==> config.mk <==
export PLATFORM = sky130hd
export DESIGN_NAME = ipv4_header_check_ttl_flat
export DESIGN_NICKNAME = d
export VERILOG_FILES = /design/src/hw/rtl/hck_pkg.sv /design/src/hw/rtl/hck_if.sv /design/src/hw/rtl/hck_accum.sv /design/src/hw/rtl/hck_verdict.sv /design/src/hw/rtl/ipv4_header_check_ttl.sv /design/src/flat_wrapper.sv
export SDC_FILE = /design/constraint.sdc
export NUM_CORES = 1
export LEC_CHECK = 0
export BUFFER_PORTS_ARGS = -buffer_cell sky130_fd_sc_hd__buf_4
export CORE_ASPECT_RATIO = 2
export CORE_MARGIN = 1.5
export CORE_UTILIZATION = 55
export CTS_CLUSTER_SIZE = 20
export DETAILED_ROUTE_END_ITERATION = 16
export GPL_ROUTABILITY_DRIVEN = 0
export PLACE_DENSITY = 0.77
export SETUP_SLACK_MARGIN = 0.02
export SLEW_MARGIN = 20
export SYNTH_ARGS = -nofsm -noshare
export SYNTH_HDL_FRONTEND = slang
export SYNTH_SLANG_ARGS = --single-unit
==> constraint.sdc <==
create_clock -name clock -period 4.7 [get_ports clock]
set_input_delay 0.94 -clock clock [delete_from_list [all_inputs] [get_ports clock]]
set_output_delay 0.94 -clock clock [all_outputs]
set_load 0.05 [all_outputs]
==> src/hw/rtl/hck_pkg.sv <==
`default_nettype none
// ----------------------------------------------------------------------------
// hck_pkg
// Shared types, constants and ones' complement helper for the IPv4 header
// check and TTL decrement block.
// ----------------------------------------------------------------------------
package hck_pkg;

   localparam int HEADER_WORDS = 10;
   localparam int NUM_REGS     = 5;
   localparam int CSR_IDX_W    = 3;

   localparam logic [3:0] LAST_POS      = 4'(HEADER_WORDS - 1);
   localparam logic [3:0] TTL_POS       = 4'd4;
   localparam logic [3:0] CKSUM_POS     = 4'd5;
   localparam logic [3:0] DEST_HIGH_POS = 4'd8;

   localparam logic [1:0] VERDICT_BAD_CKSUM = 2'd0;
   localparam logic [1:0] VERDICT_EXPIRED   = 2'd1;
   localparam logic [1:0] VERDICT_LOCAL     = 2'd2;
   localparam logic [1:0] VERDICT_FORWARD   = 2'd3;

   typedef struct packed {
      logic        valid;
      logic [15:0] base_sum;
      logic [15:0] ttl_word;
      logic [15:0] old_cksum;
      logic [31:0] dest_addr;
   } stage_type;

   function automatic logic [15:0] oc_add(input logic [15:0] a, input logic [15:0] b);
      logic [16:0] s;
      s = {1'b0, a} + {1'b0, b};
      return s[15:0] + {15'd0, s[16]};
   endfunction

endpackage
`default_nettype wire

==> src/hw/rtl/hck_if.sv <==
`default_nettype none
// ----------------------------------------------------------------------------
// hck_if
// Valid/ready channels for header words and check results.
// ----------------------------------------------------------------------------
interface hck_req_if;
   logic        valid;
   logic        ready;
   logic [15:0] hdr_word;
   logic        last_word;

   modport source (output valid, output hdr_word, output last_word, input ready);
   modport sink   (input valid, input hdr_word, input last_word, output ready);
endinterface

interface hck_rsp_if;
   logic        valid;
   logic        ready;
   logic [1:0]  verdict;
   logic [2:0]  iface_index;
   logic [7:0]  new_ttl;
   logic [15:0] new_checksum;
   logic [31:0] dest_addr;

   modport source (output valid, output verdict, output iface_index, output new_ttl,
                   output new_checksum, output dest_addr, input ready);
   modport sink   (input valid, input verdict, input iface_index, input new_ttl,
                   input new_checksum, input dest_addr, output ready);
endinterface
`default_nettype wire

==> src/hw/rtl/hck_accum.sv <==
`default_nettype none
// ----------------------------------------------------------------------------
// hck_accum
// Collects header words, keeps the running ones' complement sum and hands
// the finished header summary to the check stage.
// ----------------------------------------------------------------------------
module hck_accum
   import hck_pkg::*;
(
   input  wire logic  clock,
   input  wire logic  reset,
   hck_req_if.sink    req,
   input  wire logic  stage_take,
   output stage_type  stage
);

   logic [3:0]  word_count_ff,  word_count_in;
   logic [15:0] running_sum_ff, running_sum_in;
   logic [15:0] ttl_word_ff,    ttl_word_in;
   logic [15:0] old_cksum_ff,   old_cksum_in;
   logic [15:0] dest_high_ff,   dest_high_in;
   stage_type   stage_ff,       stage_in;
   logic        fire;

   assign req.ready = !stage_ff.valid || stage_take;
   assign fire      = req.valid && req.ready;
   assign stage     = stage_ff;

   always_comb begin
      word_count_in  = word_count_ff;
      running_sum_in = running_sum_ff;
      ttl_word_in    = ttl_word_ff;
      old_cksum_in   = old_cksum_ff;
      dest_high_in   = dest_high_ff;
      stage_in       = stage_ff;
      if (stage_take) begin
         stage_in.valid = 1'b0;
      end
      if (fire) begin
         if (req.last_word) begin
            stage_in.valid     = 1'b1;
            stage_in.base_sum  = oc_add(running_sum_ff, req.hdr_word);
            stage_in.ttl_word  = ttl_word_ff;
            stage_in.old_cksum = old_cksum_ff;
            stage_in.dest_addr = {dest_high_ff, req.hdr_word};
            word_count_in      = '0;
            running_sum_in     = '0;
            ttl_word_in        = '0;
            old_cksum_in       = '0;
            dest_high_in       = '0;
         end else begin
            if (word_count_ff == TTL_POS) begin
               ttl_word_in = req.hdr_word;
            end else if (word_count_ff == CKSUM_POS) begin
               old_cksum_in = req.hdr_word;
            end else if (word_count_ff < LAST_POS) begin
               running_sum_in = oc_add(running_sum_ff, req.hdr_word);
               if (word_count_ff == DEST_HIGH_POS) begin
                  dest_high_in = req.hdr_word;
               end
            end
            if (word_count_ff < LAST_POS) begin
               word_count_in = word_count_ff + 4'd1;
            end
         end
      end
   end

   always_ff @(posedge clock) begin
      if (reset) begin
         word_count_ff  <= '0;
         running_sum_ff <= '0;
         ttl_word_ff    <= '0;
         old_cksum_ff   <= '0;
         dest_high_ff   <= '0;
         stage_ff       <= '0;
      end else begin
         word_count_ff  <= word_count_in;
         running_sum_ff <= running_sum_in;
         ttl_word_ff    <= ttl_word_in;
         old_cksum_ff   <= old_cksum_in;
         dest_high_ff   <= dest_high_in;
         stage_ff       <= stage_in;
      end
   end

endmodule
`default_nettype wire

==> src/hw/rtl/hck_verdict.sv <==
`default_nettype none
// ----------------------------------------------------------------------------
// hck_verdict
// Checks the header checksum and TTL, matches the destination against the
// interface addresses and holds the result word for the consumer.
// ----------------------------------------------------------------------------
module hck_verdict
   import hck_pkg::*;
#(
   parameter int NUM_IFACES = 5
) (
   input  wire logic        clock,
   input  wire logic        reset,
   input  wire stage_type   stage,
   input  wire logic [31:0] iface_addr [NUM_IFACES],
   output logic             stage_take,
   hck_rsp_if.source        rsp
);

   logic        rsp_valid_ff;
   logic [1:0]  verdict_ff,   verdict_in;
   logic [2:0]  index_ff,     index_in;
   logic [7:0]  new_ttl_ff,   new_ttl_in;
   logic [15:0] new_cksum_ff, new_cksum_in;
   logic [31:0] dest_ff;
   logic [15:0] check;
   logic [7:0]  ttl;
   logic        hit;
   logic [2:0]  hit_index;

   assign stage_take = stage.valid && (!rsp_valid_ff || rsp.ready);

   always_comb begin
      check        = ~oc_add(stage.base_sum, stage.ttl_word);
      ttl          = stage.ttl_word[15:8];
      new_ttl_in   = (ttl == 8'd0) ? 8'd0 : ttl - 8'd1;
      new_cksum_in = ~oc_add(stage.base_sum, {new_ttl_in, stage.ttl_word[7:0]});
      hit          = 1'b0;
      hit_index    = '0;
      for (int i = NUM_IFACES - 1; i >= 0; i--) begin
         if (iface_addr[i] == stage.dest_addr) begin
            hit       = 1'b1;
            hit_index = 3'(i);
         end
      end
      index_in = '0;
      if (check != stage.old_cksum) begin
         verdict_in = VERDICT_BAD_CKSUM;
      end else if (ttl <= 8'd1) begin
         verdict_in = VERDICT_EXPIRED;
      end else if (hit) begin
         verdict_in = VERDICT_LOCAL;
         index_in   = hit_index;
      end else begin
         verdict_in = VERDICT_FORWARD;
      end
   end

   always_ff @(posedge clock) begin
      if (reset) begin
         rsp_valid_ff <= 1'b0;
      end else if (stage_take) begin
         rsp_valid_ff <= 1'b1;
      end else if (rsp.ready) begin
         rsp_valid_ff <= 1'b0;
      end
   end

   always_ff @(posedge clock) begin
      if (stage_take) begin
         verdict_ff   <= verdict_in;
         index_ff     <= index_in;
         new_ttl_ff   <= new_ttl_in;
         new_cksum_ff <= new_cksum_in;
         dest_ff      <= stage.dest_addr;
      end
   end

   assign rsp.valid        = rsp_valid_ff;
   assign rsp.verdict      = verdict_ff;
   assign rsp.iface_index  = index_ff;
   assign rsp.new_ttl      = new_ttl_ff;
   assign rsp.new_checksum = new_cksum_ff;
   assign rsp.dest_addr    = dest_ff;

endmodule
`default_nettype wire

==> src/hw/rtl/ipv4_header_check_ttl.sv <==
`default_nettype none
// ----------------------------------------------------------------------------
// ipv4_header_check_ttl
// IPv4 header checksum check, TTL decrement and local address match.
// ----------------------------------------------------------------------------
// accepts one header word per cycle, no gaps between headers, while the
// result channel is not stalling; after the final word, the summary register
// and then the result register carry the outcome and hold it during a stall
// synchronous reset clears all sums, counts, valids and interface addresses
// ----------------------------------------------------------------------------
module ipv4_header_check_ttl
   import hck_pkg::*;
#(
   parameter int NUM_IFACES = 5
) (
   input  wire logic                 clock,
   input  wire logic                 reset,
   hck_req_if.sink                   req,
   hck_rsp_if.source                 rsp,
   input  wire logic                 csr_we,
   input  wire logic [CSR_IDX_W-1:0] csr_index,
   input  wire logic [31:0]          csr_wdata
);

   logic [31:0] iface_addr_ff [NUM_IFACES];
   stage_type   stage;
   logic        stage_take;

   always_ff @(posedge clock) begin
      if (reset) begin
         for (int i = 0; i < NUM_IFACES; i++) begin
            iface_addr_ff[i] <= '0;
         end
      end else if (csr_we) begin
         for (int i = 0; i < NUM_IFACES; i++) begin
            if (csr_index == CSR_IDX_W'(i)) begin
               iface_addr_ff[i] <= csr_wdata;
            end
         end
      end
   end

   hck_accum u_accum (
      .clock      (clock),
      .reset      (reset),
      .req        (req),
      .stage_take (stage_take),
      .stage      (stage)
   );

   hck_verdict #(
      .NUM_IFACES (NUM_IFACES)
   ) u_verdict (
      .clock      (clock),
      .reset      (reset),
      .stage      (stage),
      .iface_addr (iface_addr_ff),
      .stage_take (stage_take),
      .rsp        (rsp)
   );

`ifndef ASSERT_OFF
   a_last_loads_stage: assert property (@(posedge clock) disable iff (reset)
      (req.valid && req.ready && req.last_word) |=> stage.valid)
      else $error("final word did not load the summary stage");

   a_result_from_stage: assert property (@(posedge clock) disable iff (reset)
      $rose(rsp.valid) |-> $past(stage.valid))
      else $error("result appeared without a summary");

   a_full_blocks_input: assert property (@(posedge clock) disable iff (reset)
      (stage.valid && rsp.valid && !rsp.ready) |-> !req.ready)
      else $error("input taken while both stages are blocked");
`endif

endmodule
`default_nettype wire
==> src/flat_wrapper.sv <==
// flat-port wrapper written by rule: the top's interface ports become plain ports
module ipv4_header_check_ttl_flat import hck_pkg::*;
#(
   parameter int NUM_IFACES = 5
)
  (clock, reset, csr_we, csr_index, csr_wdata, req_valid, req_hdr_word, req_last_word, req_ready, rsp_valid, rsp_verdict, rsp_iface_index, rsp_new_ttl, rsp_new_checksum, rsp_dest_addr, rsp_ready);
  hck_req_if req_i ();
  hck_rsp_if rsp_i ();
  input  wire logic clock;
  input  wire logic reset;
  input  wire logic csr_we;
  input  wire logic [CSR_IDX_W-1:0] csr_index;
  input  wire logic [31:0] csr_wdata;
  input wire logic [$bits(req_i.valid)-1:0] req_valid;
  input wire logic [$bits(req_i.hdr_word)-1:0] req_hdr_word;
  input wire logic [$bits(req_i.last_word)-1:0] req_last_word;
  output wire logic [$bits(req_i.ready)-1:0] req_ready;
  output wire logic [$bits(rsp_i.valid)-1:0] rsp_valid;
  output wire logic [$bits(rsp_i.verdict)-1:0] rsp_verdict;
  output wire logic [$bits(rsp_i.iface_index)-1:0] rsp_iface_index;
  output wire logic [$bits(rsp_i.new_ttl)-1:0] rsp_new_ttl;
  output wire logic [$bits(rsp_i.new_checksum)-1:0] rsp_new_checksum;
  output wire logic [$bits(rsp_i.dest_addr)-1:0] rsp_dest_addr;
  input wire logic [$bits(rsp_i.ready)-1:0] rsp_ready;
  assign req_i.valid = req_valid;
  assign req_i.hdr_word = req_hdr_word;
  assign req_i.last_word = req_last_word;
  assign req_ready = req_i.ready;
  assign rsp_valid = rsp_i.valid;
  assign rsp_verdict = rsp_i.verdict;
  assign rsp_iface_index = rsp_i.iface_index;
  assign rsp_new_ttl = rsp_i.new_ttl;
  assign rsp_new_checksum = rsp_i.new_checksum;
  assign rsp_dest_addr = rsp_i.dest_addr;
  assign rsp_i.ready = rsp_ready;
  ipv4_header_check_ttl #(.NUM_IFACES(NUM_IFACES)) u_core (.clock(clock), .reset(reset), .req(req_i), .rsp(rsp_i), .csr_we(csr_we), .csr_index(csr_index), .csr_wdata(csr_wdata));
endmodule
==> impl_metrics.ini <==
[setup_path]
path_max_fanout = 4
arrival_ns = 4.85
crit_path_top_delay_cell = fa_2
crit_type = reg -> reg
cpLargestDelayFamily = simple AND/OR/NAND/NOR gates
slowest_delay_ns = 0.40
ff2ff_setup_slack_ns = 0.21
cp_num_buf_inv = 2
end_kind = flip-flop
r2r_end = u_core.u_verdict.rsp.iface_index[1]
r2r-start = u_core.u_accum.stage[48]
worstPathRequired_ns = 5.07
reg2reg_depth = 21
crit_top_cell = nand4_2
path_cells = ha_4 > inv_2 > fa_2 > nor2b_4 > o31a_4 > o21ba_4 > o311a_4 > nor4_4 > nor3b_2 > o21ai_1 > nand2b_1 > ha_2 > buf_4 > nand2_2 > nor4b_4 > nand4_2 > xor2_2 > or3_4 > a2111oi_4 > nand4_2 > nor4b_2
worst_setup_path_start_kind = flip-flop

[layout]
drive_gt1_frac = 0.128
fillers = 2687
syn_to_final_growth_pct = 14.3
final_nets = 2272
final_util = 0.635
ff_latch_area_mm2 = 0.00804
multi_input_area_mm2 = 0.00925

[place]
place_ws_ns = -0.0940
port-buffer-count = 119
place_hpwl_um = 42400

[die]
die_area_mm2 = 0.0335
core_mm2 = 0.0320
pin_count = 120
start_util = 0.556
rows = 93
fp.dieW_um = 130
die_h_um = 257

[drt]
num_vias = 15700
route.met3.wl_um = 3470
firstDrtPassIters = 5
wl_met1_um = 17700
drt_wl_total_um = 58800
route.met2.wl_um = 29700
drt.antenna.violating_nets = 0
route.detailed.drc = 0
vias_per_cell = 6.01
highest_layer = met4
drt_iter0_drc = 1134
wl_per_cell_um = 22.5

[sta]
layout_worst_path_cycle_share = 0.954
fin_crit_ns = 4.49
hold_viol_final = 0
tightest_slew_ns = 1.04
setup-tns-final_ns = 0
slew_headroom = 0.298
clock.fmax_mhz = 223
report.final.slew_viol_count = 0
fin_skew_ns = 0.0111
whs_ns = 0.454
setup_viol = 0
finalWorstSetupSlack_ns = 0.215

[clocking]
htreeDepth = 2
cts_num_sinks = 371
cts_tree = built
cts_buffer_depth = 3
cts_buffers = 34
path_clk_slew_ns = 0.07
clk_root_buffer_cell = clkbuf_16
clock_latency_ns = 0.54

[hold_path]
min_to = u_core.u_accum.stage[42]
hp-start = u_core.u_accum.old_cksum_ff[10]
hold_depth = 2
hold_class = reg -> reg

[power]
power.density_mw_per_mm2 = 342
p_int_mw = 5.08
p_leak_nw = 7.38
ir_worst_vdd_uv = 247
p_switching_mw = 1.87
p_seq_frac = 0.486
power_frac_comb = 0.121
finalPower_mw = 6.95
pwr-share-clk = 0.394
swShare = 0.269

[logic_synthesis]
yosysWarnings = 0
synth_ff_type = dfxtp_1
async_flop_share = 0
synth-edff-count = 61
synth_cells = 2091
synthTopCellsByArea = dfxtp_1 35%, nand2_1 11%, edfxtp_1 10%, xnor2_1 10%, a21oi_1 7.8%
ys_ff_latch = 371
synth_largest_area_cell = dfxtp_1
synth.most_common_cell = nand2_1
synth.avg_cell_area_um2 = 8.51
yosysTopAreaCellShare = 0.349
yosys.cell_types.count = 75
syn_nets = 2202
yosysSeqAreaShare = 0.452
synth_area_mm2 = 0.0178
synth_common_cells = 518 x nand2_1, 310 x dfxtp_1, 279 x a21oi_1, 206 x xnor2_1, 132 x clkbuf_1

[grt]
antenna_found_initial = 1
grt_pass1_vias = 15700
grt_max_degree = 167
grt_usage = 0.355
grt_pass1_wl_um = 88500
grt-ovfl-total = 0

[status]
status = complete, no violations

[job]
cap_violations = 0
per-stage QoR:
| step | std cells | area (um^2) |
|---|---|---|
| 2_1_floorplan | 2091 | 17800 |
| 3_3_place_gp | 2546 | 19100 |
| 3_5_place_dp | 2546 | 19100 |
| 4_1_cts | 2606 | 20200 |
| 5_1_grt | 2613 | 20300 |
| 6_report | 2613 | 20300 |
power by group through the flow:
stage,Clock (mW),Sequential (mW),Combinational (mW)
finish,2.74,3.38,0.840
global route,2.87,3.38,0.894
detailed placement,0,3.44,0.810
CTS,2.76,3.37,0.815
floorplan,0,3.44,0.492
global placement,0,3.44,0.795
per-layer routing:
metal	up-vias	global-route usage
met1	7400	0.327
met3	323	0.0511
met4	0	0.394
met2	758	0.614
met5	-	0
li1	7233	-
cells in the final DEF (no fill, tap or decap), types with 36 or more instances in the layout:
| cell | synthesis | final |
|---|---|---|
| nand2_1 | 518 | 515 |
| dfxtp_1 | 310 | 308 |
| a21oi_1 | 279 | 279 |
| xnor2_1 | 206 | 206 |
| buf_4 | 0 | 165 |
| nor2_1 | 104 | 102 |
| edfxtp_1 | 61 | 61 |
| nand4_1 | 49 | 49 |
| ha_1 | 52 | 49 |
| nand3_1 | 38 | 36 |
| a22oi_1 | 36 | 36 |
cells by family (layout without fill, tap and decap cells):
family	Yosys count	after routing	share of synthesized area
muxes	1	1	0.00127
and+or+nand+nor	823	823	0.203
AOI/OAI and AO/OA	438	438	0.150
DFF	371	371	0.452
buffers and inverters	166	260	0.0360
other	0	1	0
xor gates and xnor gates	238	238	0.120
adders and majority gates	54	54	0.0388
area by class of cell:
class,instances,area share
antenna,1,0.000123
clock buffer,49,0.0471
clock inverter,11,0.00535
inverter,31,0.00572
multi-input combinational,1554,0.455
sequential,371,0.395
tap,427,0.0263
timing repair buffer,169,0.0649
registers in the layout, indices dropped and copies added, names as in the netlist:
register and count:
u_core.u_accum.old_cksum_ff 16, u_core.u_accum.word_count_ff 4, u_core.u_verdict.rsp.valid 1, u_core.u_accum.stage 81, u_core.iface_addr_ff 160, u_core.u_accum.running_sum_ff 16, u_core.u_accum.ttl_word_ff 16, u_core.u_verdict.rsp.verdict 2
u_core.u_verdict.rsp.dest_addr 32, u_core.u_verdict.rsp.iface_index 3, u_core.u_verdict.rsp.new_ttl 8, u_core.u_verdict.rsp.new_checksum 16, u_core.u_accum.dest_high_ff 16
worst max-delay path by stage:
stage,startpoint,to,slack (ns),cells past startpoint
2_1_floorplan,u_core.u_accum.stage[48],u_core.u_verdict.rsp.iface_index[1],0.19,22
3_3_place_gp,u_core.u_accum.stage[48],u_core.u_verdict.rsp.iface_index[1],0.05,22
3_5_place_dp,u_core.u_accum.stage[48],u_core.u_verdict.rsp.iface_index[1],-0.09,22
4_1_cts,u_core.u_accum.stage[64],u_core.u_verdict.rsp.iface_index[1],0.04,22
5_1_grt,u_core.u_accum.stage[48],u_core.u_verdict.rsp.iface_index[1],-0.02,21
6_report,u_core.u_accum.stage[48],u_core.u_verdict.rsp.iface_index[1],0.21,21
what timing repair did:
item / CTS / global route
pin swaps: 0 / 12
gates resized for setup: 2 / 20
hold buffers: 0 / 0
buffers inserted: 0 / 5
endpoints found under the setup margin: 5 / 6
worst reg2reg max path, delay by kind of cell, from the launching register on:
kind                       cells  cell delay (ns)
xor gates and xnor gates       1             0.24
AOI/OAI and AO/OA              5             0.94
DFF                            1             0.35
adders and majority gates      3             0.72
and+or+nand+nor               10             1.92
buffers and inverters          2             0.15
Note: power is estimated with default switching activity, not from simulation.
